[src/design/pcse_pkg.sv]
// shared types, constants and helpers for the pixel command stream encoder
package pcse_pkg;

  localparam int unsigned COORD_BITS     = 16;
  localparam int unsigned CFG_DATA_BITS  = 16;
  localparam int unsigned ONE_BYTE_LIMIT = 256;

  typedef logic [COORD_BITS-1:0] coord_t;

  // configuration register indexes
  typedef enum logic [1:0] {
    CFG_CANVAS_WIDTH  = 2'd0,
    CFG_CANVAS_HEIGHT = 2'd1,
    CFG_PALETTE_MODE  = 2'd2,
    CFG_BUFFERED_DRAW = 2'd3
  } cfg_reg_e;

  localparam coord_t WIDTH_RESET  = coord_t'(320);
  localparam coord_t HEIGHT_RESET = coord_t'(180);

  // command opcodes
  localparam logic [7:0] OP_MOVE  = 8'd5;
  localparam logic [7:0] OP_PIXEL = 8'd6;

  // byte slots of one command, in stream order
  localparam int unsigned NUM_STEPS = 9;
  typedef logic [NUM_STEPS-1:0] step_mask_t;
  typedef logic [3:0]           step_idx_t;

  localparam step_idx_t STEP_MOVE  = 4'd0;
  localparam step_idx_t STEP_X_HI  = 4'd1;
  localparam step_idx_t STEP_X_LO  = 4'd2;
  localparam step_idx_t STEP_Y_HI  = 4'd3;
  localparam step_idx_t STEP_Y_LO  = 4'd4;
  localparam step_idx_t STEP_PIXEL = 4'd5;
  localparam step_idx_t STEP_RED   = 4'd6;
  localparam step_idx_t STEP_GREEN = 4'd7;
  localparam step_idx_t STEP_BLUE  = 4'd8;

  // one classified pixel write waiting to be serialized
  typedef struct packed {
    step_mask_t  steps;
    coord_t      x;
    coord_t      y;
    logic [7:0]  r;
    logic [7:0]  g;
    logic [7:0]  b;
  } cmd_t;

  function automatic logic [7:0] coord_hi(coord_t v);
    logic [15:0] ext;
    ext = 16'(v);
    return ext[15:8];
  endfunction

  function automatic logic [7:0] coord_lo(coord_t v);
    logic [15:0] ext;
    ext = 16'(v);
    return ext[7:0];
  endfunction

endpackage

[src/design/pcse_front.sv]
// front end: config registers, bounds check, cursor tracking and command classification
module pcse_front (
  input  logic                              clk_i,
  input  logic                              rst_ni,
  input  logic                              cfg_we_i,
  input  pcse_pkg::cfg_reg_e                cfg_index_i,
  input  logic [pcse_pkg::CFG_DATA_BITS-1:0] cfg_wdata_i,
  input  logic                              accept_i,
  input  logic [15:0]                       pixel_x_i,
  input  logic [15:0]                       pixel_y_i,
  input  logic [7:0]                        red_or_index_i,
  input  logic [7:0]                        green_i,
  input  logic [7:0]                        blue_i,
  output logic                              push_o,
  output pcse_pkg::cmd_t                    cmd_o
);

  pcse_pkg::coord_t width_q, width_d;
  pcse_pkg::coord_t height_q, height_d;
  logic             palette_q, palette_d;
  logic             buffered_q, buffered_d;
  pcse_pkg::coord_t col_q, col_d;
  pcse_pkg::coord_t row_q, row_d;

  pcse_pkg::coord_t             x, y, base_col, base_row;
  logic                         in_bounds, moved, wide_w, wide_h, draw;
  logic [pcse_pkg::COORD_BITS:0] col_inc, row_inc;
  pcse_pkg::step_mask_t         steps;

  always_comb begin
    x         = pixel_x_i[pcse_pkg::COORD_BITS-1:0];
    y         = pixel_y_i[pcse_pkg::COORD_BITS-1:0];
    in_bounds = (x < width_q) && (y < height_q);
    moved     = (x != col_q) || (y != row_q);
    wide_w    = 32'(width_q) > 32'(pcse_pkg::ONE_BYTE_LIMIT);
    wide_h    = 32'(height_q) > 32'(pcse_pkg::ONE_BYTE_LIMIT);
    draw      = !buffered_q;

    steps = '0;
    steps[pcse_pkg::STEP_MOVE]  = moved;
    steps[pcse_pkg::STEP_X_HI]  = moved && wide_w;
    steps[pcse_pkg::STEP_X_LO]  = moved;
    steps[pcse_pkg::STEP_Y_HI]  = moved && wide_h;
    steps[pcse_pkg::STEP_Y_LO]  = moved;
    steps[pcse_pkg::STEP_PIXEL] = draw;
    steps[pcse_pkg::STEP_RED]   = draw;
    steps[pcse_pkg::STEP_GREEN] = draw && !palette_q;
    steps[pcse_pkg::STEP_BLUE]  = draw && !palette_q;

    cmd_o.steps = steps;
    cmd_o.x     = x;
    cmd_o.y     = y;
    cmd_o.r     = red_or_index_i;
    cmd_o.g     = green_i;
    cmd_o.b     = blue_i;

    push_o = accept_i && in_bounds && (|steps);

    // cursor advance from the written position; the row stays below the height
    base_col = x;
    base_row = y;
    col_inc  = (pcse_pkg::COORD_BITS+1)'(base_col) + 1'b1;
    row_inc  = (pcse_pkg::COORD_BITS+1)'(base_row) + 1'b1;

    width_d    = width_q;
    height_d   = height_q;
    palette_d  = palette_q;
    buffered_d = buffered_q;
    col_d      = col_q;
    row_d      = row_q;

    if (accept_i && in_bounds) begin
      if (col_inc >= {1'b0, width_q}) begin
        col_d = '0;
        row_d = (row_inc >= {1'b0, height_q}) ? '0
                                              : row_inc[pcse_pkg::COORD_BITS-1:0];
      end else begin
        col_d = col_inc[pcse_pkg::COORD_BITS-1:0];
        row_d = base_row;
      end
    end

    if (cfg_we_i) begin
      unique case (cfg_index_i)
        pcse_pkg::CFG_CANVAS_WIDTH: begin
          width_d = cfg_wdata_i[pcse_pkg::COORD_BITS-1:0];
          col_d   = '0;
          row_d   = '0;
        end
        pcse_pkg::CFG_CANVAS_HEIGHT: begin
          height_d = cfg_wdata_i[pcse_pkg::COORD_BITS-1:0];
          col_d    = '0;
          row_d    = '0;
        end
        pcse_pkg::CFG_PALETTE_MODE:  palette_d  = cfg_wdata_i[0];
        pcse_pkg::CFG_BUFFERED_DRAW: buffered_d = cfg_wdata_i[0];
        default: ;
      endcase
    end
  end

  always_ff @(posedge clk_i or negedge rst_ni) begin
    if (!rst_ni) begin
      width_q    <= pcse_pkg::WIDTH_RESET;
      height_q   <= pcse_pkg::HEIGHT_RESET;
      palette_q  <= 1'b0;
      buffered_q <= 1'b0;
      col_q      <= '0;
      row_q      <= '0;
    end else begin
      width_q    <= width_d;
      height_q   <= height_d;
      palette_q  <= palette_d;
      buffered_q <= buffered_d;
      col_q      <= col_d;
      row_q      <= row_d;
    end
  end

endmodule

[src/design/pcse_queue.sv]
// two-entry command queue between front and back end
module pcse_queue (
  input  logic           clk_i,
  input  logic           rst_ni,
  input  logic           push_i,
  input  pcse_pkg::cmd_t push_cmd_i,
  input  logic           pop_i,
  output logic           full_o,
  output logic           head_valid_o,
  output pcse_pkg::cmd_t head_cmd_o
);

  pcse_pkg::cmd_t mem_q [2];
  logic           wr_ptr_q, wr_ptr_d;
  logic           rd_ptr_q, rd_ptr_d;
  logic [1:0]     count_q, count_d;

  always_comb begin
    full_o       = count_q == 2'd2;
    head_valid_o = count_q != 2'd0;
    head_cmd_o   = mem_q[rd_ptr_q];
    wr_ptr_d     = push_i ? !wr_ptr_q : wr_ptr_q;
    rd_ptr_d     = pop_i ? !rd_ptr_q : rd_ptr_q;
    count_d      = count_q + 2'(push_i) - 2'(pop_i);
  end

  always_ff @(posedge clk_i) begin
    if (push_i) begin
      mem_q[wr_ptr_q] <= push_cmd_i;
    end
  end

  always_ff @(posedge clk_i or negedge rst_ni) begin
    if (!rst_ni) begin
      wr_ptr_q <= 1'b0;
      rd_ptr_q <= 1'b0;
      count_q  <= 2'd0;
    end else begin
      wr_ptr_q <= wr_ptr_d;
      rd_ptr_q <= rd_ptr_d;
      count_q  <= count_d;
    end
  end

endmodule

[src/design/pcse_back.sv]
// back end: serializes queued commands into bytes through an output register
module pcse_back (
  input  logic           clk_i,
  input  logic           rst_ni,
  input  logic           head_valid_i,
  input  pcse_pkg::cmd_t head_cmd_i,
  output logic           pop_o,
  output logic           out_valid_o,
  input  logic           out_ready_i,
  output logic [7:0]     out_byte_o,
  output logic           last_byte_o
);

  function automatic pcse_pkg::step_idx_t first_step(pcse_pkg::step_mask_t m);
    pcse_pkg::step_idx_t idx;
    idx = '0;
    for (int i = pcse_pkg::NUM_STEPS - 1; i >= 0; i--) begin
      if (m[i]) idx = pcse_pkg::step_idx_t'(i);
    end
    return idx;
  endfunction

  pcse_pkg::step_mask_t done_q, done_d;
  logic                 valid_q, valid_d;
  logic [7:0]           byte_q, byte_d;
  logic                 last_q, last_d;

  pcse_pkg::step_mask_t rem, one_hot;
  pcse_pkg::step_idx_t  cur;
  logic                 load, is_last;
  logic [7:0]           sel_byte;

  always_comb begin
    rem     = head_cmd_i.steps & ~done_q;
    cur     = first_step(rem);
    is_last = (rem & (rem - pcse_pkg::step_mask_t'(1))) == '0;
    one_hot = pcse_pkg::step_mask_t'(1) << cur;

    case (cur)
      pcse_pkg::STEP_MOVE:  sel_byte = pcse_pkg::OP_MOVE;
      pcse_pkg::STEP_X_HI:  sel_byte = pcse_pkg::coord_hi(head_cmd_i.x);
      pcse_pkg::STEP_X_LO:  sel_byte = pcse_pkg::coord_lo(head_cmd_i.x);
      pcse_pkg::STEP_Y_HI:  sel_byte = pcse_pkg::coord_hi(head_cmd_i.y);
      pcse_pkg::STEP_Y_LO:  sel_byte = pcse_pkg::coord_lo(head_cmd_i.y);
      pcse_pkg::STEP_PIXEL: sel_byte = pcse_pkg::OP_PIXEL;
      pcse_pkg::STEP_RED:   sel_byte = head_cmd_i.r;
      pcse_pkg::STEP_GREEN: sel_byte = head_cmd_i.g;
      pcse_pkg::STEP_BLUE:  sel_byte = head_cmd_i.b;
      default:              sel_byte = '0;
    endcase

    load    = head_valid_i && (!valid_q || out_ready_i);
    pop_o   = load && is_last;

    done_d  = done_q;
    valid_d = valid_q;
    byte_d  = byte_q;
    last_d  = last_q;
    if (load) begin
      valid_d = 1'b1;
      byte_d  = sel_byte;
      last_d  = is_last;
      done_d  = is_last ? '0 : (done_q | one_hot);
    end else if (out_ready_i) begin
      valid_d = 1'b0;
    end

    out_valid_o = valid_q;
    out_byte_o  = byte_q;
    last_byte_o = last_q;
  end

  always_ff @(posedge clk_i) begin
    byte_q <= byte_d;
    last_q <= last_d;
  end

  always_ff @(posedge clk_i or negedge rst_ni) begin
    if (!rst_ni) begin
      valid_q <= 1'b0;
      done_q  <= '0;
    end else begin
      valid_q <= valid_d;
      done_q  <= done_d;
    end
  end

endmodule

[src/design/pixel_command_stream_encoder.sv]
// top level: pixel writes in, canvas command byte stream out
// with the back end idle, the first byte of a write is registered in the queue and then in the output register
// throughput: one output byte per cycle while writes are queued and out_ready_i is high;
//   a write emits four bytes for an rgb pixel at the cursor and up to nine after a jump
// the back end's byte serializer sets that figure; a two-deep queue decouples the input
// reset: canvas 320 x 180, rgb direct draw, cursor at column 0 row 0, queue and output empty
module pixel_command_stream_encoder (
  input  logic        clk_i,
  input  logic        rst_ni,
  // configuration write port
  input  logic        cfg_we_i,
  input  logic [1:0]  cfg_index_i,
  input  logic [15:0] cfg_wdata_i,
  // pixel write channel
  input  logic        pixel_valid_i,
  output logic        pixel_ready_o,
  input  logic [15:0] pixel_x_i,
  input  logic [15:0] pixel_y_i,
  input  logic [7:0]  red_or_index_i,
  input  logic [7:0]  green_i,
  input  logic [7:0]  blue_i,
  // command byte channel
  output logic        out_valid_o,
  input  logic        out_ready_i,
  output logic [7:0]  out_byte_o,
  output logic        last_byte_o
);

  logic                accept;
  logic                push;
  logic                pop;
  logic                full;
  logic                head_valid;
  pcse_pkg::cmd_t      push_cmd;
  pcse_pkg::cmd_t      head_cmd;
  pcse_pkg::cfg_reg_e  cfg_index;

  // a write is taken whenever the queue has room, even while output bytes wait
  assign pixel_ready_o = !full;
  assign accept        = pixel_valid_i && pixel_ready_o;
  assign cfg_index     = pcse_pkg::cfg_reg_e'(cfg_index_i);

  // front: bounds check, cursor compare and advance, byte slot selection
  pcse_front u_front (
    .clk_i          (clk_i),
    .rst_ni         (rst_ni),
    .cfg_we_i       (cfg_we_i),
    .cfg_index_i    (cfg_index),
    .cfg_wdata_i    (cfg_wdata_i),
    .accept_i       (accept),
    .pixel_x_i      (pixel_x_i),
    .pixel_y_i      (pixel_y_i),
    .red_or_index_i (red_or_index_i),
    .green_i        (green_i),
    .blue_i         (blue_i),
    .push_o         (push),
    .cmd_o          (push_cmd)
  );

  // only writes that emit at least one byte are queued
  pcse_queue u_queue (
    .clk_i        (clk_i),
    .rst_ni       (rst_ni),
    .push_i       (push),
    .push_cmd_i   (push_cmd),
    .pop_i        (pop),
    .full_o       (full),
    .head_valid_o (head_valid),
    .head_cmd_o   (head_cmd)
  );

  // back: one byte per transfer, last flag on the final byte of each write
  pcse_back u_back (
    .clk_i        (clk_i),
    .rst_ni       (rst_ni),
    .head_valid_i (head_valid),
    .head_cmd_i   (head_cmd),
    .pop_o        (pop),
    .out_valid_o  (out_valid_o),
    .out_ready_i  (out_ready_i),
    .out_byte_o   (out_byte_o),
    .last_byte_o  (last_byte_o)
  );

endmodule

[config.mk]
export PLATFORM = sky130hd
export DESIGN_NAME = pixel_command_stream_encoder
export DESIGN_NICKNAME = d
export VERILOG_FILES = /design/src/design/pcse_pkg.sv /design/src/design/pcse_front.sv /design/src/design/pcse_queue.sv /design/src/design/pcse_back.sv /design/src/design/pixel_command_stream_encoder.sv
export SDC_FILE = /design/constraint.sdc
export NUM_CORES = 1
export LEC_CHECK = 0
export BUFFER_PORTS_ARGS = -buffer_cell sky130_fd_sc_hd__buf_2
export CORE_ASPECT_RATIO = 1.75
export CORE_UTILIZATION = 40
export DETAILED_ROUTE_END_ITERATION = 6
export PLACE_DENSITY_LB_ADDON = 0.25
export SETUP_SLACK_MARGIN = 0.05
export SYNTH_ARGS = -nofsm -noshare
export SYNTH_HDL_FRONTEND = slang
export SYNTH_SLANG_ARGS = --single-unit
[constraint.sdc]
create_clock -name clk_i -period 4.8 [get_ports clk_i]
set_input_delay 0.72 -clock clk_i [delete_from_list [all_inputs] [get_ports clk_i]]
set_output_delay 0.72 -clock clk_i [all_outputs]
set_load 0.005 [all_outputs]
-- Yosys cells after proc, flatten, opt, wreduce, memory -nomap -nowiden
Memories as Yosys holds them, arrays and structs flattened.
Index checks and enable logic that the tools add are counted.
- $add $sub $neg: 5
- equality and inequality tests: 14
- mux-type cells: 24
- reductions and logical operators: 28
- bitwise operators: 4
- order comparisons: 6
- shift-type cells: 1
- operators by type and width (kind ; count):
    two-way mux 16 bit ; 9
    case mux 8 bit (9 select lines) ; 1
    two-way mux 4 bit ; 9
    adder 16 x 1 -> 17 bit (second input constant) ; 2
    greater-or-equal comparator 17 x 16 -> 1 bit ; 2
    greater-than comparator 16 x 9 -> 1 bit (second input constant) ; 2
    less-than comparator 16 bit ; 2
    != test 16 bit ; 2
    AND 9 bit ; 2
    equality test 4 x 3 -> 1 bit (second input constant) ; 4
    logical AND 1 bit ; 9
    zero test 9 bit ; 1
    two-way mux 9 bit ; 1
    inverter 9 bit ; 1
    OR 9 bit ; 1
    << shifter 1 x 4 -> 9 bit (first input constant) ; 1
    subtractor 9 x 1 -> 9 bit (second input constant) ; 1
    equality test 4 x 2 -> 1 bit (second input constant) ; 2
    AND reduction 2 bit ; 4
    equality test 2 bit (second input constant) ; 3
    zero test 1 bit ; 6
    OR reduction 5 bit ; 1
    equality test 4 x 1 -> 1 bit (second input constant) ; 1
    equality test 4 bit (second input constant) ; 1
    9 further kinds ; 14
- output and inout bits: 11
- register bits: 89
- memories: 1
- bits in writable memories: 130
- memories (name ; words ; width ; read ports ; clocked after memory_dff ; write ports ; line ; RTL):
    u_queue.mem_q ; 2 ; 65 ; 1 ; 0 ; 1 ; pcse_queue.sv:13 ; pcse_pkg::cmd_t mem_q [2];

-- Longest topological paths before layout
Gate-level depths: netlist (run 1).
- word-level depth: 14
- mapped depth: 15

-- By module
From an unflattened synthesis (run 1), not the netlist that was laid out.
- cell total of the unflattened synthesis: 1022
- area, all modules: 12246.7 um^2
- by module, submodules not included (module ; seq. area each (um^2) ; area each (um^2) ; cells each ; instances):
    pcse_front ; 1659.1 ; 5736.8 ; 655 ; 1
    pcse_queue ; 4003.8 ; 5051.1 ; 217 ; 1
    pcse_back ; 520.5 ; 1448.9 ; 148 ; 1
    pixel_command_stream_encoder ; 0.0 ; 10.0 ; 2 ; 1

-- Worst setup path before layout (run 1)
No wires, ideal clock.
- kind: input port to flip-flop
- start: in pixel_y_i[4]
- end: mem u_queue.mem_q[0][0] in the netlist's numbering, enable pin
- slack: -0.685 ns
- arrival time: 4.998 ns
- stages: 7
- cell sequence: ha_1 or4_1 a21oi_1 a2111o_1 o221ai_2 a211oi_1 nor2b_1
- cells in the longest elaborated chain, start to end: 7
- elaborated cells on any way between the ends: 11
- ends and longest elaborated chain (element ; line ; RTL):
    from (decl) ; pixel_command_stream_encoder.sv:18 ; input logic [15:0] pixel_y_i,
    parallel branches: the longest is 4 deep, another holds less-than comparator 16 bit ; - ;
    logical AND 1 bit (*) ; pcse_front.sv:57 ; push_o = accept_i && in_bounds && (|steps);
    via push ; pixel_command_stream_encoder.sv:30 ; logic push;
    two-way mux 1 bit (*) ; pcse_queue.sv:28 ; if (push_i) begin
    two-way mux 1 bit (not written as such) (*) ; pcse_queue.sv:29 ; mem_q[wr_ptr_q] <= push_cmd_i;
    to (decl) ; pcse_queue.sv:13 ;
Mark *: on every way through the listed nets, which the timed path passes.

-- Worst setup path after layout (run 1)
- start: in pixel_y_i[1]
- end: reg u_front.row_q[13]
- cells in the longest elaborated chain, start to end: 7
- elaborated cells on any way between the ends: 10
- ends and longest elaborated chain (element ; line ; RTL):
    adder 16 x 1 -> 17 bit ; pcse_front.sv:63 ; row_inc = (pcse_pkg::COORD_BITS+1)'(base_row) + 1'b1;
    greater-or-equal comparator 17 x 16 -> 1 bit ; pcse_front.sv:75 ; row_d = (row_inc >= {1'b0, height_q}) ? '0
    two-way mux 16 bit ; pcse_front.sv:75 ;
    two-way mux 16 bit ; pcse_front.sv:73 ; if (col_inc >= {1'b0, width_q}) begin
    two-way mux 16 bit (*) ; pcse_front.sv:72 ; if (accept_i && in_bounds) begin
    two-way mux 16 bit ; pcse_front.sv:84 ; unique case (cfg_index_i)
    two-way mux 16 bit (*) ; pcse_front.sv:83 ; if (cfg_we_i) begin
    via u_front.row_d[13] ; pcse_front.sv:23 ; pcse_pkg::coord_t row_q, row_d;
    to (signal assigned) ; pcse_front.sv:116 ; row_q <= row_d;
    to (decl) ; pcse_front.sv:23 ;
Mark *: on every way through the listed nets, which the timed path passes. The rest lies on a longest branch.
A chain may end at the register's enable or synchronous reset.

==> results of run 1 <==
layout make-up:
| cell class | instances | area [µm²] |
|---|---|---|
| Clock buffer | 35 | 654 |
| Multi-Input combinational cell | 645 | 4780 |
| Clock inverter | 5 | 31.3 |
| Inverter | 45 | 169 |
| Sequential cell | 211 | 5940 |
| Fill cell | 2591 | 14600 |
| Tap cell | 369 | 462 |
| Antenna cell | 1 | 2.50 |
| Timing Repair Buffer | 105 | 593 |
power by group through the flow:
stage / clock (µW) / combinational, µW / sequential (µW)
floorplan: 0 / 1410 / 2510
global placement: 0 / 2010 / 2580
detailed placement: 0 / 2020 / 2590
CTS: 1670 / 2030 / 2560
global route: 1730 / 2210 / 2590
finish: 1630 / 2010 / 2550
worst register-to-register path: stages, from the launching register on:
cell and delay (ps):
dfrtp_2 740, mux2i_4 520, nor2_4 100, nor3_2 450, a21oi_1 140, o21ai_1 220
o311a_1 540, ha_1 320, inv_1 50, ha_1 150, xnor2_1 150, xnor2_1 150
flip-flops by register name, indices dropped and copies added, names as in the netlist:
signal	count
u_front.row_q	16
u_back.last_byte_o	1
u_queue.mem_q	122
u_back.out_byte_o	8
u_back.done_q	9
u_front.palette_q	1
u_queue.rd_ptr_q	1
u_front.width_q	16
u_front.buffered_q	1
u_back.out_valid_o	1
u_queue.wr_ptr_q	1
u_front.height_q	16
u_front.col_q	16
u_queue.count_q	2
metal layers:
metal,vias up,GRT usage,part of all wire
met5,-,0,0
met4,0,0.112,0.050
met3,63,0.0229,0.032
met2,185,0.414,0.55
met1,3784,0.232,0.37
li1,3675,-,-
path summary, 6_finish.rpt:
path                                          from             endpoint  slack (ps)  cells after the start
max in group asynchronous                   rst_ni  u_front.height_q[5]        3620                      2
worst max register to register    u_queue.rd_ptr_q   u_queue.count_q[1]        1200                     11
worst min-delay path                        rst_ni   u_back.out_valid_o         220                      1
worst min register to register  u_back.out_valid_o   u_back.out_valid_o         510                      2
worst max-delay path                  pixel_y_i[1]    u_front.row_q[13]         870                     15
min in group clk_i                       blue_i[1]  u_queue.mem_q[0][1]         390                      1
placed cells by master, fill, tap and decap left out, drive strengths merged, types with 14 or more instances in the layout:
cell type    n
ha          68
dfrtp       74
buf        105
o21ai       63
nand2b      14
nand3       38
clkbuf      35
edfxtp     131
mux2        58
nand4       17
xor2        42
nor2        53
nand2       55
a21oi       47
nor3        14
a31oi       20
mux2i       24
xnor2       22
nor4        14
inv         47
cells by family (layout without fill, tap and decap cells):
logic type	after synthesis	in the layout	synth area share
AOI/OAI and AO/OA	186	186	0.106
xor gates and xnor gates	64	64	0.0508
adders and majority gates	68	68	0.0771
buffers and inverters	79	190	0.0291
DFF	211	211	0.539
muxes	82	82	0.0828
other	0	1	0
and+or+nand+nor	245	245	0.116
stage by stage:
stage                     area, µm²   util  hold WS (ps)
after floorplan               11000      -           424
after global placement        11900  0.439           488
after detailed placement      11900  0.439           495
after CTS                     12600  0.464           248
after global routing          12600  0.464           260
final                         12600  0.464           225
==> results_dict.tcl, run 1 <==
set metrics [dict create \
    synth_cells 935 \
    ctsResizeCount 0 \
    worstHoldPathType "primary input to async pin" \
    cp_cell_sequence "buf_2 -> ha_1 -> nand4_1 -> nor3_1 -> buf_4 -> nand4_1 -> xnor2_1 -> ha_1 -> a21o_1 -> a21o_1 -> a211oi_1 -> o211ai_1 -> o21bai_1 -> or4_1 -> a31oi_1" \
    switching_share 0.341 \
    route.detailed.drc 0 \
    setup_viol_count_final 0 \
    port_buffers 89 \
    grt_overflow 0 \
    post_cts_hold_buffer_count 0 \
    async_reset_ff_frac 0.379 \
    timing.critical_path.buf_inv 2 \
    timing.final.crit_share 0.819 \
    critPathKind "primary input to register" \
    yosys.area.top_type "edfxtp_1" \
    power_frac_comb 0.324 \
    post-cts-setup-buffer-count 0 \
    clock.fmax_mhz 254 \
    drv_cap 0 \
    yosys.cell_count.top_type "edfxtp_1" \
    first_global_vias 7937 \
    cts_num_sinks 211 \
    power.internal_uw 4080 \
    critical_path.max_fanout 16 \
    start_kind "primary input" \
    synth_top_area_frac 0.357 \
    delay_of_the_slowest_critical_path_stage_ps 490 \
    seq_power_share 0.413 \
    std_cell_rows 80 \
    postLayoutSetupSlackWorst_ps 867 \
    numPlacedInstances 1375 \
    post_synth.cell_area_avg_um2 11.8 \
    total_number_of_vias 7707 \
    core_area_mm2 0.0272 \
    htree_num_levels 1 \
    slew-limit-headroom 0.412 \
    route.detailed.wl_per_inst_um 21.2 \
    syn_to_final_growth_pct 14.5 \
    synth_top_cells_by_area "edfxtp_1 (36%), dfrtp_1 (17%), ha_1 (7.7%), mux2_2 (5.8%), xor2_1 (3.3%)" \
    total_power_uw 6190 \
    grt_pass1_wl_um 45900 \
    synth_top_cells_by_count "edfxtp_1 (131), dfrtp_1 (74), ha_1 (68), mux2_2 (57), o21ai_0 (57)" \
    number_of_antenna_violations_at_the_first_check_in_global_routing 1 \
    route.detailed.vias_per_inst 5.44 \
    detail-route-antenna-nets 0 \
    synth_area_mm2 0.0110 \
    critical_path.slowest_cell "or4_1" \
    routed_wirelength_um 30000 \
    clk_root_buffer_cell "clkbuf_16" \
    clkTransAtPathRegs_ps 60 \
    ys_seq_elements 211 \
    die_height_um 222 \
    yosys_warnings 0 \
    grt_use_total 0.217 \
    post_synth_num_cell_types 67 \
    worst_ep_arrival_time_ps 4360 \
    initial_utilization 0.405 \
    drt_first_iter_violations 417 \
    critical_path_rt_ps 5220 \
    setup-tns-final_ps 0 \
    skew_ps 19.2 \
    place_ws_ps 310 \
    ys_seq_area_frac 0.539 \
    p_per_area_mw_per_mm2 490 \
    critical_path_endpoint_category "register" \
    gp_congestion 0.890 \
    worstSkewPairLatency_ps 520 \
    synthesis.nets 1082 \
    post_route_cells_drive_above_1_share 0.210 \
    synth-edff-count 131 \
    floorplan.die_area_mm2 0.0283 \
    place.detailed.hpwl_um 22900 \
    power.net_switching_uw 2110 \
    top_level_ports 90 \
    layout_nets 1177 \
    power.share.clock 0.263 \
    first_pass_iters 5 \
    layout.cells.non_filler 1416 \
    report.final.slew_viol_count 0 \
    status "finished clean" \
    synth_top_flop_cell "edfxtp_1" \
    cellLeakagePower_uw 0.00506 \
    unrepaired_setup_endpoints_after_global_routing "false" \
    die_boundary_width_um 128 \
    ctsLongestPathBuffers 3 \
    numCtsBuffers 22 \
    worst_slew_pin_slew_ps 880 \
    critical_path.top_delay_family "compound AO/OA/AOI/OAI gates" \
    tritoncts "done" \
    final_report_hold_violation_count 0 \
    max-vdd-ir-drop_mv 0.308 \
    grt_max_degree 62 \
    finalCriticalPeriod_ps 3930 \
]
(Power assumes the default switching activity.)
==> run 2, diff against run 1 <==
--- a/config.mk
+++ b/config.mk
@@ -5,6 +5,7 @@
 export SDC_FILE = /design/constraint.sdc
 export NUM_CORES = 1
 export LEC_CHECK = 0
+export ABC_AREA = 1
 export BUFFER_PORTS_ARGS = -buffer_cell sky130_fd_sc_hd__buf_2
 export CORE_ASPECT_RATIO = 1.75
 export CORE_UTILIZATION = 40
==> constraint.sdc (replaced) <==
create_clock -name clk_i -period 3.75 [get_ports clk_i]
set_input_delay 0.5625 -clock clk_i [delete_from_list [all_inputs] [get_ports clk_i]]
set_output_delay 0.5625 -clock clk_i [all_outputs]
set_load 0.005 [all_outputs]
==> run 2 against run 1 <==
Clock-buffer cell count fell by 13. Clock skew rose by 3.5 ps. Sequential cell count unchanged. Clock power grew 33%. Combinational power up 65%. Critical endpoint is now u_queue.mem_q[0][41]. Critical path depth fell by 4.
==> results_dict.tcl, run 2 <==
set metrics [dict create \
    switching_share 0.390 \
    place.detailed.hpwl_um 23400 \
    synthesis.nets 1511 \
    routed_wirelength_um 30800 \
    worstHoldPathType "primary input to async pin" \
    tritoncts "done" \
    gp_congestion 0.928 \
    total_power_uw 8680 \
    ys_seq_elements 211 \
    post_route_cells_drive_above_1_share 0.140 \
    die_height_um 230 \
    drv_cap 0 \
    ys_seq_area_frac 0.501 \
    critical_path.top_delay_family "compound AO/OA/AOI/OAI gates" \
    syn_to_final_growth_pct 13.6 \
    first_pass_iters 7 \
    power.net_switching_uw 3390 \
    top_usage_layer "met2" \
    skew_ps 22.7 \
    report.final.slew_viol_count 0 \
    postLayoutSetupSlackWorst_ps 613 \
    largest_register_ff_count 122 \
    post_synth.cell_area_avg_um2 8.70 \
    grt_overflow 0 \
    status "finished clean" \
    number_of_antenna_violations_at_the_first_check_in_global_routing 0 \
    die_boundary_width_um 132 \
    detailed_place.area_mm2 0.0128 \
    met2_usage 0.408 \
    delay_of_the_slowest_critical_path_stage_ps 560 \
    grt_max_degree 81 \
    route.detailed.wl_per_inst_um 16.7 \
    power_frac_comb 0.383 \
    layout_common_cells "nand2_1 (346), inv_1 (150), nor2_1 (147)" \
    total_number_of_vias 9150 \
    setup-tns-final_ps 0 \
    clk_root_buffer_cell "clkbuf_16" \
    yosys.area.top_type "edfxtp_1" \
    ctsResizeCount 0 \
    async_reset_ff_frac 0.379 \
    seq_power_share 0.368 \
    met3_usage 0.0185 \
    synth_top_cells_by_area "edfxtp_1 (33%), dfrtp_1 (16%), nand2_1 (11%), ha_1 (7.2%), inv_1 (4.8%)" \
    cellLeakagePower_uw 0.00626 \
    critical_path_rt_ps 3960 \
    layout_nets 1595 \
    cts_num_sinks 211 \
    numCtsBuffers 21 \
    place_ws_ps 195 \
    drt_first_iter_violations 456 \
    finish.instance_area_mm2 0.0135 \
    core_area_mm2 0.0293 \
    clkTransAtPathRegs_ps 70 \
    critical_path_endpoint_category "register" \
    grt_pass1_wl_um 49500 \
    synth-edff-count 131 \
    clock.fmax_mhz 319 \
    floorplan.die_area_mm2 0.0304 \
    synth_top_flop_cell "edfxtp_1" \
    worstSkewPairLatency_ps 520 \
    detail-route-antenna-nets 0 \
    first_global_vias 9439 \
    yosys.cell_count.top_type "nand2_1" \
    max-vdd-ir-drop_mv 0.352 \
    synth_cells 1364 \
    timing.final.crit_share 0.837 \
    insertedDiodeCount 0 \
    post_synth_num_cell_types 46 \
    worst_ep_arrival_time_ps 3350 \
    power.share.clock 0.250 \
    yosys_warnings 0 \
    setup_viol_count_final 0 \
    finalCriticalPeriod_ps 3140 \
    register_with_the_highest_flop_count "u_queue.mem_q" \
    initial_utilization 0.405 \
    fillerInstances 2926 \
    critical_path.max_fanout 34 \
    route.detailed.vias_per_inst 4.96 \
    synth_area_mm2 0.0119 \
    global_route.usage.met1 0.217 \
    top_level_ports 90 \
    cp_cell_sequence "inv_1 -> ha_1 -> a21oi_1 -> o21a_1 -> nand2_1 -> a21oi_1 -> nand3b_1 -> a21oi_1 -> nand2_1 -> inv_2 -> buf_12" \
    timing.critical_path.buf_inv 3 \
    port_buffers 89 \
    synth_top_area_frac 0.332 \
    layout_commonest_cell "nand2_1" \
    ctsLongestPathBuffers 3 \
    grt_use_total 0.209 \
    slew-limit-headroom 0.279 \
    route.detailed.drc 0 \
    post_cts_hold_buffer_count 0 \
    post-cts-setup-buffer-count 0 \
    critical_path.slowest_cell "dfstp_2" \
    htree_num_levels 1 \
    critPathKind "register to register" \
    std_cell_rows 83 \
    final_report_hold_violation_count 0 \
    worst_slew_pin_slew_ps 1080 \
    critical_path_most_common_cell "a21oi_1" \
    unrepaired_setup_endpoints_after_global_routing "false" \
    power.internal_uw 5290 \
    start_kind "register" \
    p_per_area_mw_per_mm2 644 \
    synth_top_cells_by_count "nand2_1 (346), inv_1 (151), nor2_1 (149), edfxtp_1 (131), o21ai_0 (82)" \
]
run 2: cell types whose count changed after synthesis, sizes merged, moves of 14 or more:
cell    delta
nor2     +101
a31oi     -19
mux2i     -17
nand2b    -14
nand4     +14
o21ai     +28
nand3     +43
nand2    +308
inv      +115
mux2      -58
run 2: path summary, 6_finish.rpt:
check / from / endpoint / slack (ps) / depth (start not counted)
hold / removal: rst_ni / u_front.col_q[1] / 210 / 1
setup / recovery: u_front.height_q[5] / u_queue.mem_q[0][41] / 610 / 11
setup reg to reg: u_front.height_q[5] / u_queue.mem_q[0][41] / 610 / 11
max in group asynchronous: rst_ni / u_queue.rd_ptr_q / 2730 / 1
hold reg to reg: u_front.width_q[8] / u_front.width_q[8] / 490 / 2
min in group clk_i: blue_i[0] / u_queue.mem_q[1][0] / 230 / 1
run 2: cell type report:
| class | count | area [µm²] | area share |
|---|---|---|---|
| well taps | 382 | 478 | 0.0355 |
| flip-flops and latches | 211 | 5940 | 0.441 |
| multi-input cells | 947 | 5110 | 0.380 |
| inverters | 162 | 616 | 0.0457 |
| clock inverters | 15 | 175 | 0.0130 |
| repair buffers | 105 | 618 | 0.0459 |
| clock buffers | 22 | 529 | 0.0393 |
run 2: worst reg2reg max path: stages, from the launching register on:
cell,delay (ps)
dfstp_2,560
inv_1,110
ha_1,310
a21oi_1,140
o21a_1,120
nand2_1,90
a21oi_1,320
nand3b_1,330
a21oi_1,360
nand2_1,130
inv_2,120
buf_12,220
run 2: logic make-up after synthesis:
family	count (synthesis)	share of synthesized area
compound gates	155	0.0691
xor+xnor	48	0.0354
mux	7	0.00591
buf+inv	206	0.0693
flops	211	0.501
simple gates	669	0.248
fa+ha+maj	68	0.0717
run 2: power groups by stage:
stage / Combinational, µW / Sequential, µW / Clock (µW)
floorplan: 2380 / 3170 / 0
global route: 3740 / 3230 / 2310
global placement: 3300 / 3220 / 0
CTS: 3360 / 3190 / 2220
detailed placement: 3350 / 3230 / 0
finish: 3320 / 3190 / 2170
run 2: stage by stage:
step | utilization | std cells | hold slack [ps]
after global routing | 0.460 | 1844 | 200
final | 0.460 | 1844 | 207
after CTS | 0.460 | 1844 | 206
after global placement | 0.436 | 1807 | 468
after floorplan | - | 1364 | 267
after detailed placement | 0.436 | 1807 | 475
run 2: per-layer routing:
metal	vias up	routed length [µm]
met1	4256	11500
met5	-	0
met2	184	16700
met3	71	828
li1	4639	-
met4	0	1710
==> run 3, diff against run 2 <==
==> constraint.sdc (replaced) <==
create_clock -name clk_i -period 3.2 [get_ports clk_i]
set_input_delay 0.48 -clock clk_i [delete_from_list [all_inputs] [get_ports clk_i]]
set_output_delay 0.48 -clock clk_i [all_outputs]
set_load 0.005 [all_outputs]
==> run 3 against run 2 <==
The flow now finishes with violations (DRC). Clock-buffer cell count grew 8. Hold slack worse by 200 ps. Combinational power rose by 20%. Largest power group unchanged. Critical endpoint is now u_queue.mem_q[0][21]. First-iteration DRC count up 28%.
==> results_dict.tcl, run 3 (synthesis results as in run 2) <==
set metrics [dict create \
    final_report_hold_violation_count 0 \
    timing.final.crit_share 0.892 \
    routed_wirelength_um 31200 \
    start_kind "register" \
    die_height_um 230 \
    route.detailed.wl_per_inst_um 16.5 \
    clk_root_buffer_cell "clkbuf_16" \
    highest-signal-layer "met4" \
    unrepaired_setup_endpoints_after_global_routing "false" \
    finalCriticalPeriod_ps 2850 \
    detail-route-antenna-nets 0 \
    cts_num_sinks 211 \
    violations "DRC" \
    route.detailed.drc 1 \
    grt_use_total 0.212 \
    std_cell_rows 83 \
    place_ws_ps -105 \
    skew_ps 22.9 \
    syn_to_final_growth_pct 17.0 \
    met3RoutedLength_um 876 \
    grt_max_degree 61 \
    setup-tns-final_ps 0 \
    worstHoldPathType "primary input to async pin" \
    status "finished, violations left" \
    floorplan.die_area_mm2 0.0304 \
    layout.cells.non_filler 1894 \
    layout_common_cells "nand2_1 (346), inv_1 (150), nor2_1 (147)" \
    length_of_routed_met2_wiring_um 16500 \
    route.detailed.vias_per_inst 4.94 \
    largest_register_ff_count 122 \
    worst_slew_pin_slew_ps 915 \
    initial_utilization 0.405 \
    report.final.slew_viol_count 0 \
    gp_congestion 0.903 \
    clock.fmax_mhz 350 \
    critical_path.max_fanout 12 \
    clkTransAtPathRegs_ps 60 \
    port_buffers 89 \
    insertedDiodeCount 0 \
    max-vdd-ir-drop_mv 0.400 \
    grt_pass1_wl_um 49900 \
    critPathKind "register to register" \
    first_pass_iters 7 \
    layout_commonest_cell "nand2_1" \
    tritoncts "done" \
    worst_ep_arrival_time_ps 3060 \
    ctsLongestPathBuffers 3 \
    core_area_mm2 0.0293 \
    numPlacedInstances 1856 \
    wl_met1_um 11900 \
    slew-limit-headroom 0.389 \
    numCtsBuffers 21 \
    timing.reg2reg.worst_path_depth 11 \
    ctsResizeCount 0 \
    register_with_the_highest_flop_count "u_queue.mem_q" \
    top_level_ports 90 \
    fillerInstances 2895 \
    total_number_of_vias 9353 \
    setup_viol_count_final 0 \
    die_boundary_width_um 132 \
    drv_cap 0 \
    worstSkewPairLatency_ps 520 \
    post_route_cells_drive_above_1_share 0.167 \
    first_global_vias 9535 \
    grt_overflow 0 \
    postLayoutSetupSlackWorst_ps 346 \
    cellLeakagePower_uw 0.00651 \
    critical_path_endpoint_category "register" \
    post-cts-setup-buffer-count 0 \
    p_per_area_mw_per_mm2 739 \
    htree_num_levels 1 \
    place.detailed.hpwl_um 24200 \
    post_cts_hold_buffer_count 0 \
    layout_nets 1644 \
    critical_path_rt_ps 3400 \
    number_of_antenna_violations_at_the_first_check_in_global_routing 0 \
    drt_first_iter_violations 584 \
]
-- run 3: changes by cell type in the layout (fill, tap and decap cells not counted) --
cell | before | now
buf_4 | 13 | 59
clkbuf_1 | 1 | 5
buf_12 | 4 | 7
clkbuf_2 | 0 | 3
clkinv_2 | 6 | 4
a21oi_1 | 54 | 53
a21oi_2 | 0 | 1
clkbuf_8 | 0 | 1
clkinv_1 | 1 | 0
clkinvlp_4 | 2 | 1
inv_2 | 8 | 7
inv_6 | 3 | 2
inv_8 | 1 | 0
-- run 3: routing by layer --
layer,vias up,track usage
li1,4752,-
met5,-,0
met2,188,0.398
met4,0,0.134
met3,88,0.0225
met1,4325,0.223
-- run 3: final cells by class --
type / count / area (µm²) / share of cell area
clock buffer: 30 / 573 / 0.0413
tap: 382 / 478 / 0.0344
multi-input combinational: 947 / 5120 / 0.369
clock inverter: 8 / 126 / 0.00910
inverter: 162 / 619 / 0.0446
timing repair buffer: 154 / 1020 / 0.0737
sequential: 211 / 5940 / 0.428
-- run 3: worst paths after layout --
path	endpoint	slack, ps	from
worst min register to register	u_front.height_q[13]	480	u_front.height_q[13]
worst min-delay path	u_back.out_valid_o	5	rst_ni
worst max register to register	u_queue.mem_q[0][21]	350	u_front.height_q[5]
worst max-delay path	u_queue.mem_q[0][21]	350	u_front.height_q[5]
max in group asynchronous	u_front.height_q[4]	2460	rst_ni
min in group clk_i	u_queue.mem_q[1][4]	150	blue_i[4]
-- run 3: worst max-delay path, stage by stage, from the launching register on --
cell and delay, ps:
dfstp_2 560, inv_1 90, ha_1 290, a21oi_1 150
o21a_1 120, nand2_1 80, a21oi_1 320, nand3b_1 150
a21oi_1 230, nand2_1 150, clkinvlp_4 150, buf_4 240
-- run 3: through the flow --
stage / total power, µW / hold WS [ps] / instance area [µm²] / utilization
finish: 10300 / 4.82 / 13900 / 0.474
CTS: 10400 / 25.7 / 13900 / 0.474
global route: 11000 / 42.9 / 13900 / 0.474
global placement: 7740 / 466 / 13200 / 0.450
floorplan: 6510 / 184 / 11900 / -
detailed placement: 7820 / 475 / 13200 / 0.450
-- run 3: where the power goes --
| group | internal [µW] | total [µW] | leakage (µW) | switching, µW |
|---|---|---|---|---|
| clock network | 1500 | 2540 | 0.000348 | 1040 |
| registers | 3480 | 3740 | 0.00219 | 256 |
| logic | 1330 | 3980 | 0.00397 | 2650 |
